--- config.mk ---
export PLATFORM = sky130hd
export DESIGN_NAME = timer_slot_bank_flat
export DESIGN_NICKNAME = d
export VERILOG_FILES = /design/src/sv/tsb_pkg.sv /design/src/sv/tsb_if.sv /design/src/sv/tsb_slot_mem.sv /design/src/sv/timer_slot_bank.sv /design/src/flat_wrapper.sv
export SDC_FILE = /design/constraint.sdc
export NUM_CORES = 1
export LEC_CHECK = 0
export ABC_AREA = 0
export BUFFER_PORTS_ARGS = -buffer_cell sky130_fd_sc_hd__buf_4
export CAP_MARGIN = 10
export CORE_ASPECT_RATIO = 2
export CORE_MARGIN = 4
export CORE_UTILIZATION = 45
export DETAILED_ROUTE_END_ITERATION = 7
export SYNTH_ARGS = -nofsm -noshare
export SYNTH_HDL_FRONTEND = slang
export SYNTH_SLANG_ARGS = --single-unit
export TNS_END_PERCENT = 1
--- constraint.sdc ---
create_clock -name clk -period 6.51 [get_ports clk]
set_input_delay 0.3255 -clock clk [delete_from_list [all_inputs] [get_ports clk]]
set_output_delay 0.3255 -clock clk [all_outputs]
set_load 0.005 [all_outputs]
--- src/sv/tsb_pkg.sv ---
package tsb_pkg;

  localparam int NUM_SLOTS = 8;
  localparam int SLOT_W    = (NUM_SLOTS > 1) ? $clog2(NUM_SLOTS) : 1;
  localparam int TIME_W    = 32;
  localparam int FUNC_W    = 3;
  localparam int HANDLE_W  = 4;
  localparam int FIRED_W   = 3;
  localparam int KIND_W    = 2;
  localparam int HCMP_W    = 6;

  typedef enum logic [FUNC_W-1:0] {
    FUNC_TICK     = 3'd0,
    FUNC_CREATE   = 3'd1,
    FUNC_DELETE   = 3'd2,
    FUNC_ONESHOT  = 3'd3,
    FUNC_PERIODIC = 3'd4,
    FUNC_SETDLY   = 3'd5
  } func_t;

  typedef enum logic [1:0] {
    MODE_FREE     = 2'd0,
    MODE_SPENT    = 2'd1,
    MODE_ONESHOT  = 2'd2,
    MODE_PERIODIC = 2'd3
  } mode_t;

  typedef enum logic [KIND_W-1:0] {
    KIND_ACK    = 2'd0,
    KIND_CREATE = 2'd1,
    KIND_FIRED  = 2'd2
  } kind_t;

  typedef enum logic [1:0] {
    S_IDLE,
    S_SCAN,
    S_HANDLE,
    S_FINISH
  } state_t;

  typedef struct packed {
    mode_t              mode;
    logic [TIME_W-1:0]  deadline;
    logic [TIME_W-1:0]  period;
  } slot_entry_t;

  localparam slot_entry_t ENTRY_RESET = '{mode: MODE_FREE, deadline: '1, period: '0};

  typedef struct packed {
    logic              en;
    logic [SLOT_W-1:0] addr;
  } slot_rd_t;

  typedef struct packed {
    logic              en;
    logic              clr;
    logic [SLOT_W-1:0] addr;
    slot_entry_t       data;
  } slot_wr_t;

endpackage

--- src/sv/tsb_if.sv ---
interface tsb_in_if;
  logic                            valid;
  logic                            ready;
  logic [tsb_pkg::FUNC_W-1:0]      func;
  logic [tsb_pkg::HANDLE_W-1:0]    slot_handle;
  logic [tsb_pkg::TIME_W-1:0]      delay_ticks;
  logic                            repeat_mode;

  modport source (output valid, func, slot_handle, delay_ticks, repeat_mode, input ready);
  modport sink   (input valid, func, slot_handle, delay_ticks, repeat_mode, output ready);
endinterface

interface tsb_out_if;
  logic                            valid;
  logic                            ready;
  logic [tsb_pkg::KIND_W-1:0]      result_kind;
  logic [tsb_pkg::HANDLE_W-1:0]    new_handle;
  logic [tsb_pkg::FIRED_W-1:0]     fired_slot;
  logic                            last;

  modport source (output valid, result_kind, new_handle, fired_slot, last, input ready);
  modport sink   (input valid, result_kind, new_handle, fired_slot, last, output ready);
endinterface

--- src/sv/tsb_slot_mem.sv ---
module tsb_slot_mem (
  input  logic                   clk,
  input  logic                   rst_n,
  input  tsb_pkg::slot_rd_t      rd,
  output tsb_pkg::slot_entry_t   rd_data,
  input  tsb_pkg::slot_wr_t      wr
);

  tsb_pkg::slot_entry_t mem [tsb_pkg::NUM_SLOTS];
  logic [tsb_pkg::NUM_SLOTS-1:0] valid_r;
  tsb_pkg::slot_entry_t          rd_q_r;
  logic                          rd_v_r;

  // unwritten or deleted entries read as the reset entry
  always_ff @(posedge clk) begin
    if (!rst_n) begin
      valid_r <= '0;
    end else if (wr.en) begin
      valid_r[wr.addr] <= !wr.clr;
    end
  end

  always_ff @(posedge clk) begin
    if (wr.en && !wr.clr) begin
      mem[wr.addr] <= wr.data;
    end
  end

  always_ff @(posedge clk) begin
    if (rd.en) begin
      rd_q_r <= mem[rd.addr];
      rd_v_r <= valid_r[rd.addr];
    end
  end

  assign rd_data = rd_v_r ? rd_q_r : tsb_pkg::ENTRY_RESET;

endmodule

--- src/sv/timer_slot_bank.sv ---
// Bank of NUM_SLOTS timers held in a one-port-read, one-port-write slot memory. A tick
// steps through accept, one memory entry per cycle and a final result, and a create
// stops at the first free slot or the last slot, since both walk the memory from slot 0 one entry a cycle;
// every other operation is an accept and then an acknowledge, ignored ones included. A
// result register parts the output; a stalled output holds the walk. Results of a tick
// come in slot order, last set on the final one; a tick with no expiry gives one acknowledge.
module timer_slot_bank (
  input  logic       clk,
  input  logic       rst_n,
  tsb_in_if.sink     in_chan,
  tsb_out_if.source  out_chan
);

  tsb_pkg::state_t                  state_r, state_nxt;
  logic [tsb_pkg::SLOT_W-1:0]       idx_r, idx_nxt;
  logic [tsb_pkg::TIME_W-1:0]       tick_r, tick_nxt;
  logic                             pend_v_r, pend_v_nxt;
  logic [tsb_pkg::SLOT_W-1:0]       pend_slot_r, pend_slot_nxt;

  tsb_pkg::func_t                   func_r;
  logic [tsb_pkg::SLOT_W-1:0]       hidx_r;
  logic [tsb_pkg::TIME_W-1:0]       delay_r;
  logic                             rep_r;

  logic                             out_valid_r;
  tsb_pkg::kind_t                   out_kind_r;
  logic [tsb_pkg::HANDLE_W-1:0]     out_handle_r;
  logic [tsb_pkg::FIRED_W-1:0]      out_slot_r;
  logic                             out_last_r;

  logic                             push;
  tsb_pkg::kind_t                   push_kind;
  logic [tsb_pkg::HANDLE_W-1:0]     push_handle;
  logic [tsb_pkg::FIRED_W-1:0]      push_slot;
  logic                             push_last;

  tsb_pkg::slot_rd_t                rd;
  tsb_pkg::slot_wr_t                wr;
  tsb_pkg::slot_entry_t             ent;

  logic                             accept;
  logic                             out_free;
  logic                             idx_last;
  logic                             active;
  logic                             hit;
  logic                             is_hop;
  logic                             handle_ok;
  logic [tsb_pkg::SLOT_W-1:0]       in_hidx;

  tsb_slot_mem u_mem (
    .clk     (clk),
    .rst_n   (rst_n),
    .rd      (rd),
    .rd_data (ent),
    .wr      (wr)
  );

  assign in_chan.ready = (state_r == tsb_pkg::S_IDLE);
  assign accept        = in_chan.valid && in_chan.ready;
  assign out_free      = !out_valid_r || out_chan.ready;
  assign idx_last      = (idx_r == tsb_pkg::SLOT_W'(tsb_pkg::NUM_SLOTS - 1));
  assign active        = (ent.mode == tsb_pkg::MODE_ONESHOT) ||
                         (ent.mode == tsb_pkg::MODE_PERIODIC);
  assign hit           = active && (ent.deadline == tick_r);

  assign is_hop    = (in_chan.func == tsb_pkg::FUNC_DELETE)   ||
                     (in_chan.func == tsb_pkg::FUNC_ONESHOT)  ||
                     (in_chan.func == tsb_pkg::FUNC_PERIODIC) ||
                     (in_chan.func == tsb_pkg::FUNC_SETDLY);
  assign handle_ok = (in_chan.slot_handle != '0) &&
                     (tsb_pkg::HCMP_W'(in_chan.slot_handle) <=
                      tsb_pkg::HCMP_W'(tsb_pkg::NUM_SLOTS));
  assign in_hidx   = tsb_pkg::SLOT_W'(tsb_pkg::HCMP_W'(in_chan.slot_handle) -
                                      tsb_pkg::HCMP_W'(1));

  always_ff @(posedge clk) begin
    if (!rst_n) begin
      state_r  <= tsb_pkg::S_IDLE;
      tick_r   <= '0;
      pend_v_r <= 1'b0;
    end else begin
      state_r  <= state_nxt;
      tick_r   <= tick_nxt;
      pend_v_r <= pend_v_nxt;
    end
  end

  always_ff @(posedge clk) begin
    idx_r       <= idx_nxt;
    pend_slot_r <= pend_slot_nxt;
    if (accept) begin
      func_r  <= tsb_pkg::func_t'(in_chan.func);
      hidx_r  <= in_hidx;
      delay_r <= in_chan.delay_ticks;
      rep_r   <= in_chan.repeat_mode;
    end
  end

  always_ff @(posedge clk) begin
    if (!rst_n) begin
      out_valid_r <= 1'b0;
    end else if (push) begin
      out_valid_r <= 1'b1;
    end else if (out_chan.ready) begin
      out_valid_r <= 1'b0;
    end
  end

  always_ff @(posedge clk) begin
    if (push) begin
      out_kind_r   <= push_kind;
      out_handle_r <= push_handle;
      out_slot_r   <= push_slot;
      out_last_r   <= push_last;
    end
  end

  always_comb begin
    state_nxt     = state_r;
    idx_nxt       = idx_r;
    tick_nxt      = tick_r;
    pend_v_nxt    = pend_v_r;
    pend_slot_nxt = pend_slot_r;
    rd            = '0;
    wr            = '0;
    wr.addr       = idx_r;
    wr.data       = ent;
    push          = 1'b0;
    push_kind     = tsb_pkg::KIND_ACK;
    push_handle   = '0;
    push_slot     = '0;
    push_last     = 1'b1;

    unique case (state_r)
      tsb_pkg::S_IDLE: begin
        if (in_chan.valid) begin
          priority if (in_chan.func == tsb_pkg::FUNC_TICK) begin
            tick_nxt   = tick_r + tsb_pkg::TIME_W'(1);
            rd.en      = 1'b1;
            idx_nxt    = '0;
            pend_v_nxt = 1'b0;
            state_nxt  = tsb_pkg::S_SCAN;
          end else if (in_chan.func == tsb_pkg::FUNC_CREATE) begin
            rd.en     = 1'b1;
            idx_nxt   = '0;
            state_nxt = tsb_pkg::S_SCAN;
          end else if (is_hop && handle_ok) begin
            rd.en     = 1'b1;
            rd.addr   = in_hidx;
            state_nxt = tsb_pkg::S_HANDLE;
          end else begin
            // ignored operation: only its acknowledge is owed
            state_nxt = tsb_pkg::S_FINISH;
            pend_v_nxt = 1'b0;
          end
        end
      end

      tsb_pkg::S_SCAN: begin
        if (func_r == tsb_pkg::FUNC_TICK) begin
          if (!(hit && pend_v_r) || out_free) begin
            if (hit) begin
              wr.en = 1'b1;
              if (ent.mode == tsb_pkg::MODE_ONESHOT) begin
                wr.data.mode = tsb_pkg::MODE_SPENT;
              end else begin
                wr.data.deadline = tick_r + ent.period;
              end
              if (pend_v_r) begin
                push      = 1'b1;
                push_kind = tsb_pkg::KIND_FIRED;
                push_slot = tsb_pkg::FIRED_W'(pend_slot_r);
                push_last = 1'b0;
              end
              pend_v_nxt    = 1'b1;
              pend_slot_nxt = idx_r;
            end
            if (idx_last) begin
              state_nxt = tsb_pkg::S_FINISH;
            end else begin
              rd.en   = 1'b1;
              rd.addr = idx_r + tsb_pkg::SLOT_W'(1);
              idx_nxt = idx_r + tsb_pkg::SLOT_W'(1);
            end
          end
        end else begin
          if (ent.mode == tsb_pkg::MODE_FREE) begin
            if (out_free) begin
              wr.en            = 1'b1;
              wr.data.mode     = rep_r ? tsb_pkg::MODE_PERIODIC : tsb_pkg::MODE_ONESHOT;
              wr.data.deadline = tick_r + delay_r;
              wr.data.period   = delay_r;
              push             = 1'b1;
              push_kind        = tsb_pkg::KIND_CREATE;
              push_handle      = tsb_pkg::HANDLE_W'(idx_r) + tsb_pkg::HANDLE_W'(1);
              state_nxt        = tsb_pkg::S_IDLE;
            end
          end else if (idx_last) begin
            if (out_free) begin
              push      = 1'b1;
              push_kind = tsb_pkg::KIND_CREATE;
              state_nxt = tsb_pkg::S_IDLE;
            end
          end else begin
            rd.en   = 1'b1;
            rd.addr = idx_r + tsb_pkg::SLOT_W'(1);
            idx_nxt = idx_r + tsb_pkg::SLOT_W'(1);
          end
        end
      end

      tsb_pkg::S_HANDLE: begin
        if (out_free) begin
          push      = 1'b1;
          state_nxt = tsb_pkg::S_IDLE;
          wr.addr   = hidx_r;
          if (ent.mode != tsb_pkg::MODE_FREE) begin
            wr.en = 1'b1;
            unique case (func_r)
              tsb_pkg::FUNC_DELETE:   wr.clr = 1'b1;
              tsb_pkg::FUNC_ONESHOT:  wr.data.mode = tsb_pkg::MODE_ONESHOT;
              tsb_pkg::FUNC_PERIODIC: wr.data.mode = tsb_pkg::MODE_PERIODIC;
              default:                wr.data.period = delay_r;
            endcase
          end
        end
      end

      tsb_pkg::S_FINISH: begin
        if (out_free) begin
          push       = 1'b1;
          pend_v_nxt = 1'b0;
          state_nxt  = tsb_pkg::S_IDLE;
          if (pend_v_r) begin
            push_kind = tsb_pkg::KIND_FIRED;
            push_slot = tsb_pkg::FIRED_W'(pend_slot_r);
          end
        end
      end

      default: begin
        state_nxt = tsb_pkg::S_IDLE;
      end
    endcase
  end

  assign out_chan.valid       = out_valid_r;
  assign out_chan.result_kind = out_kind_r;
  assign out_chan.new_handle  = out_handle_r;
  assign out_chan.fired_slot  = out_slot_r;
  assign out_chan.last        = out_last_r;

  a_tick_inc: assert property (@(posedge clk) disable iff (!rst_n)
    (accept && (in_chan.func == tsb_pkg::FUNC_TICK)) |=>
      (tick_r == $past(tick_r) + tsb_pkg::TIME_W'(1)))
    else $error("tick counter did not advance on tick");

  a_no_wr_idle: assert property (@(posedge clk) disable iff (!rst_n)
    wr.en |-> (state_r != tsb_pkg::S_IDLE))
    else $error("slot memory written while idle");

  a_pend_order: assert property (@(posedge clk) disable iff (!rst_n)
    (pend_v_r && (state_r == tsb_pkg::S_SCAN)) |-> (pend_slot_r < idx_r))
    else $error("pending fired slot not below scan index");

  a_push_free: assert property (@(posedge clk) disable iff (!rst_n)
    push |-> out_free)
    else $error("result overwrote an untaken result");

endmodule
--- src/flat_wrapper.sv ---
// flat-port wrapper written by rule: the top's interface ports become plain ports
module timer_slot_bank_flat 
  (clk, rst_n, in_chan_valid, in_chan_func, in_chan_slot_handle, in_chan_delay_ticks, in_chan_repeat_mode, in_chan_ready, out_chan_valid, out_chan_result_kind, out_chan_new_handle, out_chan_fired_slot, out_chan_last, out_chan_ready);
  tsb_in_if in_chan_i ();
  tsb_out_if out_chan_i ();
  input  logic clk;
  input  logic rst_n;
  input wire logic [$bits(in_chan_i.valid)-1:0] in_chan_valid;
  input wire logic [$bits(in_chan_i.func)-1:0] in_chan_func;
  input wire logic [$bits(in_chan_i.slot_handle)-1:0] in_chan_slot_handle;
  input wire logic [$bits(in_chan_i.delay_ticks)-1:0] in_chan_delay_ticks;
  input wire logic [$bits(in_chan_i.repeat_mode)-1:0] in_chan_repeat_mode;
  output wire logic [$bits(in_chan_i.ready)-1:0] in_chan_ready;
  output wire logic [$bits(out_chan_i.valid)-1:0] out_chan_valid;
  output wire logic [$bits(out_chan_i.result_kind)-1:0] out_chan_result_kind;
  output wire logic [$bits(out_chan_i.new_handle)-1:0] out_chan_new_handle;
  output wire logic [$bits(out_chan_i.fired_slot)-1:0] out_chan_fired_slot;
  output wire logic [$bits(out_chan_i.last)-1:0] out_chan_last;
  input wire logic [$bits(out_chan_i.ready)-1:0] out_chan_ready;
  assign in_chan_i.valid = in_chan_valid;
  assign in_chan_i.func = in_chan_func;
  assign in_chan_i.slot_handle = in_chan_slot_handle;
  assign in_chan_i.delay_ticks = in_chan_delay_ticks;
  assign in_chan_i.repeat_mode = in_chan_repeat_mode;
  assign in_chan_ready = in_chan_i.ready;
  assign out_chan_valid = out_chan_i.valid;
  assign out_chan_result_kind = out_chan_i.result_kind;
  assign out_chan_new_handle = out_chan_i.new_handle;
  assign out_chan_fired_slot = out_chan_i.fired_slot;
  assign out_chan_last = out_chan_i.last;
  assign out_chan_i.ready = out_chan_ready;
  timer_slot_bank u_core (.clk(clk), .rst_n(rst_n), .in_chan(in_chan_i), .out_chan(out_chan_i));
endmodule
# ---- Word-level counts from Yosys, hierarchy flattened
# Memories as Yosys holds them, arrays and structs flattened. A register that Yosys moved wholly into a read port is not among the register bits.
# Cells that the tools add are included.
dict set report op_classes {
  add_sub_neg 6
  mul 0
  div_mod_pow 0
  n_lt_le_gt_ge 4
  eq_ne 27
  shift 0
  n_mux 99
  bitwise 3
  reduce_logical 33
}
# operator count
set ops {}
lappend ops {{$mux W66} 3}
lappend ops {{$mux W32} 6}
lappend ops {{$mux W34} 3}
lappend ops {{$add A32 B32 Y32} 2}
lappend ops {{$pmux W32 S2} 1}
lappend ops {{$mux W3} 14}
lappend ops {{$mux W2} 18}
lappend ops {{$mux W1} 33}
lappend ops {{$add A32 B1 Y32 const B} 1}
lappend ops {{$eq A32 B32 Y1} 1}
lappend ops {{$mux W4} 7}
lappend ops {{$eq A3 B2 Y1 const B} 4}
lappend ops {{$eq A3 B3 Y1 const B} 4}
lappend ops {{$ne A3 B3 Y1 const B} 4}
lappend ops {{$pmux W2 S2} 3}
lappend ops {{$pmux W3 S2} 2}
lappend ops {{$bwmux W8} 1}
lappend ops {{$eq A2 B2 Y1 const B} 4}
lappend ops {{$lt A3 B4 Y1 const B} 2}
lappend ops {{$ne A2 B1 Y1 const B} 4}
lappend ops {{$pmux W4 S2} 1}
lappend ops {{$reduce_and A4 Y1} 2}
lappend ops {{$reduce_and A8 Y1} 1}
lappend ops {{$logic_and A1 B1 Y1} 7}
lappend ops {{29 further kinds} 44}
dict set report word_totals {
  regBits 100
  latchBits 0
  mem_bits_rw 528
  rom_bits 0
  inputBits 44
  output_inout_bits 12
  wordCells 189
  n_memories 1
}
# memory words width read_ports rd_ports_with_merged_regs write_ports line_no
set mem_list {}
lappend mem_list {u_core.u_mem.mem 8 66 1 1 1 tsb_slot_mem.sv:9} ;# tsb_pkg::slot_entry_t mem [tsb_pkg::NUM_SLOTS];

# ---- Depth between registers and ports, before layout
# Gate-level depths: netlist of run 1.
dict set report logic_depth {
  word_depth 13
  ltp_mapped 24
  depth_no_buf 13
}

# ---- Cells and area by module
# Synthesis of run 1 repeated with hierarchy kept, for this count alone.
dict set report unflattened {
  cells_unflattened 1979
  hier_area_um2 31565.3
}
# mod n_inst cells_each area_each_um2 seq_area_each_um2
set by_module_without_submodules {}
lappend by_module_without_submodules {tsb_slot_mem 1 950 23048.4 18027.3}
lappend by_module_without_submodules {timer_slot_bank 1 1029 8516.9 2372.3}

# ---- Worst setup path after synthesis of run 1
# OpenSTA, ideal clock, no wires.
dict set report synth_path {
  kind {register to register}
  start {reg u_core.u_mem.rd_v_r}
  end {mem u_core.u_mem.mem[2][0] in the netlist's numbering (enable)}
  setup_time_ns 0.498
  arrival_time_ns 5.594
  required_time_ns 6.012
  path_slack_ns 0.418
  stages_incl_launch_ff 15
  n_path_buf 6
  period_less_slack_ns 6.092
  cell_sequence {edfxtp_1 -> buf_2 -> buf_4 -> buf_4 -> buf_4 -> buf_4 -> buf_4 -> nand2b_1 -> a211oi_1 -> nand4_1 -> nor3_1 -> nand2_1 -> o21bai_2 -> nand4_1 -> nor2b_1}
}
dict set report synth_between {
  elab_chain_cells 13
  elab_cells_between_ends 23
  classes_between {eq/ne (3); mux (11); reduce/logical (9)}
}
# item line_no
set synth_rtl {}
lappend synth_rtl {{start, declared} tsb_slot_mem.sv:12} ;# logic rd_v_r;
lappend synth_rtl {{start signal, assigned} tsb_slot_mem.sv:32} ;# rd_v_r <= valid_r[rd.addr];
lappend synth_rtl {{$mux W66 *} tsb_slot_mem.sv:36} ;# assign rd_data = rd_v_r ? rd_q_r : tsb_pkg::ENTRY_RESET;
lappend synth_rtl {{parallel branches: the longest is 9 deep, another holds $eq A32 B32 Y1} n/a}
lappend synth_rtl {{$logic_and A1 B1 Y1 *} tsb_slot_mem.sv:24} ;# if (wr.en && !wr.clr) begin
lappend synth_rtl {{$mux W1 *} tsb_slot_mem.sv:24}
lappend synth_rtl {{$mux W1 (not written as such) *} tsb_slot_mem.sv:25} ;# mem[wr.addr] <= wr.data;
lappend synth_rtl {{end, declared} tsb_slot_mem.sv:9}
# Mark *: on every way between the ends.

# ---- Final worst setup path of run 1
dict set report layout_path {
  start {reg u_core.u_mem.rd_v_r}
  end {mem u_core.u_mem.mem[5][57] in the netlist's numbering (enable)}
}
# The elaborated chain is that of the path after synthesis.

==> results.md, run 1 <==
- Outcome: complete, no violations
- Worst r2r src: u_core.u_mem.rd_v_r$_DFFE_PP_
- Starting density of the core: 45.25%
- Most frequent cells in the layout: edfxtp_1 (650), nand2_1 (614), a21oi_1 (297), nand3_1 (182), nor2_1 (131)
- Ordered cell list for the critical path: buf_12 > nor2b_1 > o22ai_1 > a211oi_1 > nand4b_1 > nor4b_2 > nand4_1 > a21oi_1 > o21bai_2 > nand4_1 > nor2_4 > buf_12
- # IOs: 56
- Share of cells above drive strength 1: 7.467%
- HP Class: primary input to flip-flop
- Wirelength, routed: 103400 µm
- Commonest non-fill, non-tap cell in the layout: edfxtp_1
- Post_cts resized: 0
- Max Cap Viol: 0
- Period utilisation layout: 75.67%
- Placed inst area: 34800 µm²
- Final Util: 50.29%
- Die width: 200.6 µm
- Required time worst endpoint: 6800 ps
- Tmin final: 4926 ps
- CTS tree: built
- Count of different cell masters after synthesis: 87
- Drt initial violations: 2101
- Pleak: 12.85 nW
- Die Height: 393.1 µm
- Crit-path max cell delay: 650 ps
- # diodes: 0
- Worst path slowest cell: nor2_4
- Clk buf depth: 3
- Average wire per standard cell: 25.87 µm
- Clk Latency, worst-skew pair: 660 ps
- GRT Util Overall: 25.51%
- VDD IR max: 0.0002747 V
- Syn Nets: 3102
- WP buf/inv: 2
- Slew Viols, Final: 0
- Via count: 24480
- Num CTS Buffers: 60
- Hold Violations, Final: 0
- Core ar.: 73740 µm²
- Post-synthesis cell area: 33370 µm²
- # setup viols final: 0
- Core Rows: 141
- Initial antenna violation count: 0
- First-pass GRT wire length: 151900 µm
- Slew @ Worst Pin: 1124 ps
- WP data arrival: 5220 ps
- Dpl hpwl: 68390 µm
- Drt drc: 0
- #FFs+latches synth: 694
- Final #Nets: 3122
- Final Non-Filler Cells: 3996
- Largest net degree at the start of global routing: 131
- RSZ-0062 raised after global routing: false
- PD cells: 375.1 nW/µm²
- CP Launch Type: flip-flop
- Main flop type after synthesis: edfxtp_1
- Fmax: 203.0 MHz
- Vias in the first global route: 24010
- Rel. slew slack: 24.28%
- Number of I/O port buffers: 55
- CTS clk-pin slew, worst paths: 80 ps
- Via-per-instance ratio: 6.126
- ANT nets after route: 0
- Cells after Synth: 2999
- Fin area: 37080 µm²
- GRT overflow: 0
- Die Footprint: 78840 µm²
- Setup crit start: u_core.u_mem.rd_v_r$_DFFE_PP_
- First-pass DRT Iterations: 6
- Worst hold margin: 38.74 ps
- Root Buffer: clkbuf_16
- Dpl cells: 3849
- Clock sinks: 694
- Clk_skew: 31.70 ps
- Area Overhead vs Synth: 11.13%
- Hold_sp: rst_n
- Number of synthesized flops with an enable pin: 650
- Setup Crit Path Kind: flip-flop to flip-flop
- GP Congestion: 1.003
- Setup_tns: 0 ps
- Synth warnings: 0
- Ys async rst share: 0%
- CP delay by family, top: simple AND/OR/NAND/NOR gates
- Critical Path End Type: flip-flop
- Post-synthesis sequential area ratio: 61.13%
- Mean Syn Cell Area: 11.13 µm²
- H-tree depth: 2
- CP Max Fanout: 104
==> worst register-to-register path, stage by stage, from the launching register on <==
cell	delay, ps
edfxtp_1	400
buf_12	330
nor2b_1	430
o22ai_1	140
a211oi_1	420
nand4b_1	170
nor4b_2	520
nand4_1	290
a21oi_1	190
o21bai_2	260
nand4_1	290
nor2_4	650
buf_12	440
==> where the power goes <==
part	total, mW	internal (mW)	leakage, nW	switching (mW)
registers	6.44	6.00	6.27	0.440
clock network	3.56	1.92	0.923	1.65
logic	3.91	1.15	5.67	2.76
==> sequential cells by signal, indices dropped and copies added (netlist names), 3 cells and up <==
name / cells
u_core.u_mem.mem: 528
u_core.hidx_r: 3
u_core.u_mem.rd_q_r: 66
u_core.out_chan.new_handle: 4
u_core.u_mem.valid_r: 8
u_core.tick_r: 32
u_core.func_r: 3
u_core.out_chan.fired_slot: 3
u_core.pend_slot_r: 3
u_core.idx_r: 3
u_core.delay_r: 32
==> path summary, 6_finish.rpt <==
check                                               to  slack (ps)  cells after the start
setup / recovery     u_core.u_mem.mem[5][57]$_DFFE_PP_        1580                     12
hold / removal      u_core.out_chan.valid$_SDFFE_PN0P_          40                      2
setup reg to reg     u_core.u_mem.mem[5][57]$_DFFE_PP_        1580                     12
hold reg to reg   u_core.u_mem.valid_r[7]$_SDFFE_PN0P_         470                      2
==> stage by stage <==
stage / power (mW) / worst slack (ps)
after floorplan: 8.789 / 418.4
after global placement: 10.30 / 1766
after detailed placement: 10.39 / 1645
after CTS: 13.96 / 1643
after global routing: 14.49 / 1321
final: 13.91 / 1584
==> synth_stat cells (23+ instances only) <==
master / n / area [µm²]
nor2b_1: 31 / 193.9
xnor2_1: 56 / 490.5
o211ai_1: 24 / 180.2
nor2_1: 137 / 514.2
inv_1: 48 / 180.2
nand2b_1: 30 / 187.7
edfxtp_1: 650 / 19520
a21oi_1: 298 / 1491
ha_1: 58 / 725.7
a21o_1: 30 / 225.2
buf_4: 26 / 195.2
and2_1: 32 / 200.2
xor2_1: 58 / 508.0
clkbuf_1: 103 / 386.6
buf_2: 51 / 255.2
a32o_1: 76 / 760.7
o21ai_0: 84 / 420.4
nand2_1: 614 / 2305
nand3_1: 183 / 915.9
nand4_1: 23 / 143.9
dfxtp_1: 44 / 880.8
==> what timing repair did <==
item / 4_1_cts / 5_1_grt
hold buffers: 37 / 0
hold endpoints to repair: 37 / 0
buffers inserted: 0 / 0
==> final cells by class <==
cell class | count | area (µm²)
Multi-Input combinational cell | 2067 | 12020
Clock inverter | 36 | 345.3
Inverter | 49 | 183.9
Clock buffer | 74 | 1564
Sequential cell | 694 | 20400
Tap cell | 929 | 1162
Fill cell | 6519 | 36660
Timing Repair Buffer | 147 | 1409
==> layer usage <==
metal | global-route usage, % | wire (µm) | up-vias
met3 | 2.955 | 5051 | 337
li1 | - | - | 11130
met2 | 45.08 | 52100 | 970
met1 | 28.18 | 36810 | 12040
met4 | 19.25 | 9400 | 0
met5 | 0 | 0 | -
==> cells by family (layout without fill, tap and decap cells) <==
kind of cell             after synthesis  after routing  share of synthesized area [%]
AO/OA/AOI/OAI                        720            720                          14.14
XOR/XNOR                             114            114                          2.992
adder cells (fa/ha/maj)               65             65                          2.415
buffers and inverters                238            306                          3.206
flip-flops                           694            694                          61.13
multiplexers                          17             17                         0.5174
AND/OR/NAND/NOR                     1151           1151                          15.59
Power figures use the tool's default switching activity.
==> run 2, diff against run 1 <==
==> constraint.sdc (replaced) <==
create_clock -name clk -period 4.2 [get_ports clk]
set_input_delay 0.21 -clock clk [delete_from_list [all_inputs] [get_ports clk]]
set_output_delay 0.21 -clock clk [all_outputs]
set_load 0.005 [all_outputs]
==> run 2 against run 1 <==
Sequential power is 55% higher. Sequential share of layout area down 1.6 points. Register-to-register slack lost 1400 ps. Non-clock buffer count up 98. Clock skew fell by 5.8 ps. Combinational power up 61%. Design area increased by 3.0%. Power up 58%. Critical endpoint is now u_core.u_mem.mem[3][27]$_DFFE_PP_. Largest power group unchanged.
==> results.md, run 2 (synthesis results as in run 1) <==
- Outcome: complete, no violations
- Period utilisation layout: 96.59%
- Final Non-Filler Cells: 4098
- Worst r2r src: u_core.u_mem.rd_v_r$_DFFE_PP_
- Hold Violations, Final: 0
- Max Cap Viol: 0
- Max FFs per register: 528
- Core Rows: 141
- Drt initial violations: 1976
- GP Congestion: 0.9800
- VDD IR max: 0.0003989 V
- # diodes: 0
- CTS tree: built
- Area Overhead vs Synth: 14.51%
- First-pass DRT Iterations: 6
- Root Buffer: clkbuf_16
- Clk buf depth: 3
- H-tree depth: 2
- Fin area: 38210 µm²
- Setup_tns: 0 ps
- Commonest non-fill, non-tap cell in the layout: edfxtp_1
- Setup Crit Path Kind: flip-flop to flip-flop
- Tmin final: 4057 ps
- Number of I/O port buffers: 55
- GRT overflow: 0
- R2r setup slk: 140 ps
- Clk_skew: 25.89 ps
- Comb pwr share: 28.7%
- Via count: 24870
- Fmax: 246.5 MHz
- Dpl cells: 3944
- Dpl hpwl: 69140 µm
- First-pass GRT wire length: 152500 µm
- Starting density of the core: 45.25%
- WP data arrival: 4380 ps
- HP Class: primary input to flip-flop
- Slew Viols, Final: 0
- ANT nets after route: 0
- Ordered cell list for the critical path: buf_12 > nor2b_1 > o22ai_1 > a211oi_1 > nand4b_1 > nor4b_4 > nand4_1 > a21oi_1 > o21bai_4 > nand4_1 > nor2_4 > buf_4
- CP delay by family, top: simple AND/OR/NAND/NOR gates
- Core ar.: 73740 µm²
- Pleak: 13.46 nW
- Num CTS Buffers: 61
- Drt drc: 0
- Part of the power in registers: 45.4%
- Critical Path End Type: flip-flop
- Placed inst area: 35770 µm²
- Via-per-instance ratio: 6.070
- Most frequent cells in the layout: edfxtp_1 (650), nand2_1 (614), a21oi_1 (298), nand3_1 (182), buf_4 (168)
- Average wire per standard cell: 24.93 µm
- Required time worst endpoint: 4520 ps
- Biggest register: u_core.u_mem.mem
- Clk Latency, worst-skew pair: 660 ps
- Share of cells above drive strength 1: 10.48%
- Cell mode on critical path: nand4_1
- Vias in the first global route: 24800
- Post-route setup slack: 143.3 ps
- GRT Util Overall: 25.31%
- CP Launch Type: flip-flop
- Worst flop-to-flop path endpoint: u_core.u_mem.mem[3][27]$_DFFE_PP_
- # IOs: 56
- RSZ-0062 raised after global routing: false
- Slew @ Worst Pin: 1245 ps
- Stages on worst setup path: 12
- Final #Nets: 3221
- Rel. slew slack: 16.09%
- Sw Pwr: 7.480 mW
- PD cells: 574.8 nW/µm²
- Final Util: 51.82%
- Crit-path max cell delay: 500 ps
- Die Footprint: 78840 µm²
- # setup viols final: 0
- Internal Power: 14.48 mW
- Wirelength, routed: 102100 µm
- Worst slack at placement: 152.2 ps
- Regs by FF count: u_core.u_mem.mem (528), u_core.u_mem.rd_q_r (66)
- WP buf/inv: 2
- Setup crit start: u_core.u_mem.rd_v_r$_DFFE_PP_
- Clock power frac: 26.0%
- Worst path slowest cell: edfxtp_1
- Die width: 200.6 µm
- Sw Share: 34.06%
- R2r worst-path depth: 12
- CP Max Fanout: 26
- CTS clk-pin slew, worst paths: 70 ps
- Die Height: 393.1 µm
- Initial antenna violation count: 0
- Worst Setup EP: u_core.u_mem.mem[3][27]$_DFFE_PP_
- Clock sinks: 694
- Number of fill cells in the layout: 6404
- Largest net degree at the start of global routing: 141
==> run 2: per-stage QoR <==
stage | hold WS [ps] | power, mW
global placement | 387.9 | 16.19
finish | 94.07 | 21.96
floorplan | 308.9 | 13.62
global route | 111.5 | 22.93
CTS | 50.04 | 22.07
detailed placement | 389.4 | 16.33
==> run 2: area by class of cell <==
class,instances,area [µm²],share of cell area [%]
flip-flops and latches,694,20400,53.39
inverters,49,183.9,0.4813
repair buffers,245,2404,6.290
clock inverters,44,439.2,1.149
clock buffers,70,1582,4.139
multi-input cells,2067,12040,31.51
well taps,929,1162,3.042
==> run 2: what timing repair did <==
action / in CTS / in global routing
resized for setup: 0 / 5
endpoints found under the setup margin: 0 / 221
hold buffers: 39 / 0
hold endpoints to repair: 50 / 0
setup buffers: 0 / 1
==> run 2: metal layers <==
layer  track usage (%)  vias to the layer above  part of all wire [%]
met1             28.70                    12270                    36
li1                  -                    11340                     -
met4             17.70                        0                   8.0
met2             44.75                      951                    50
met5                 0                        -                     0
met3             2.724                      320                   5.1
==> run 2: worst register-to-register path, delay by kind of cell (launching register included) <==
family          cells  cell delay, ps
simple gates        6            1770
buf+inv             2             570
flops               1             500
compound gates      4             900
==> run 2: power groups by stage <==
stage          Clock [mW]  Combinational (mW)  Sequential, mW
2_1_floorplan           0                3.95            9.68
3_3_place_gp            0                6.11            10.1
3_5_place_dp            0                6.25            10.1
4_1_cts              5.83                6.30            9.94
5_1_grt              6.09                6.84            10.0
6_report             5.70                6.30            9.96
==> run 2: worst min-delay path by stage <==
stage / start / to / cells past startpoint
6_report: out_chan_ready / u_core.out_chan.valid$_SDFFE_PN0P_ / 4
5_1_grt: out_chan_ready / u_core.out_chan.valid$_SDFFE_PN0P_ / 4
4_1_cts: out_chan_ready / u_core.out_chan.valid$_SDFFE_PN0P_ / 4
3_5_place_dp: in_chan_delay_ticks[10] / u_core.delay_r[10]$_DFFE_PP_ / 1
3_3_place_gp: in_chan_delay_ticks[18] / u_core.delay_r[18]$_DFFE_PP_ / 1
2_1_floorplan: in_chan_delay_ticks[0] / u_core.delay_r[0]$_DFFE_PP_ / 0
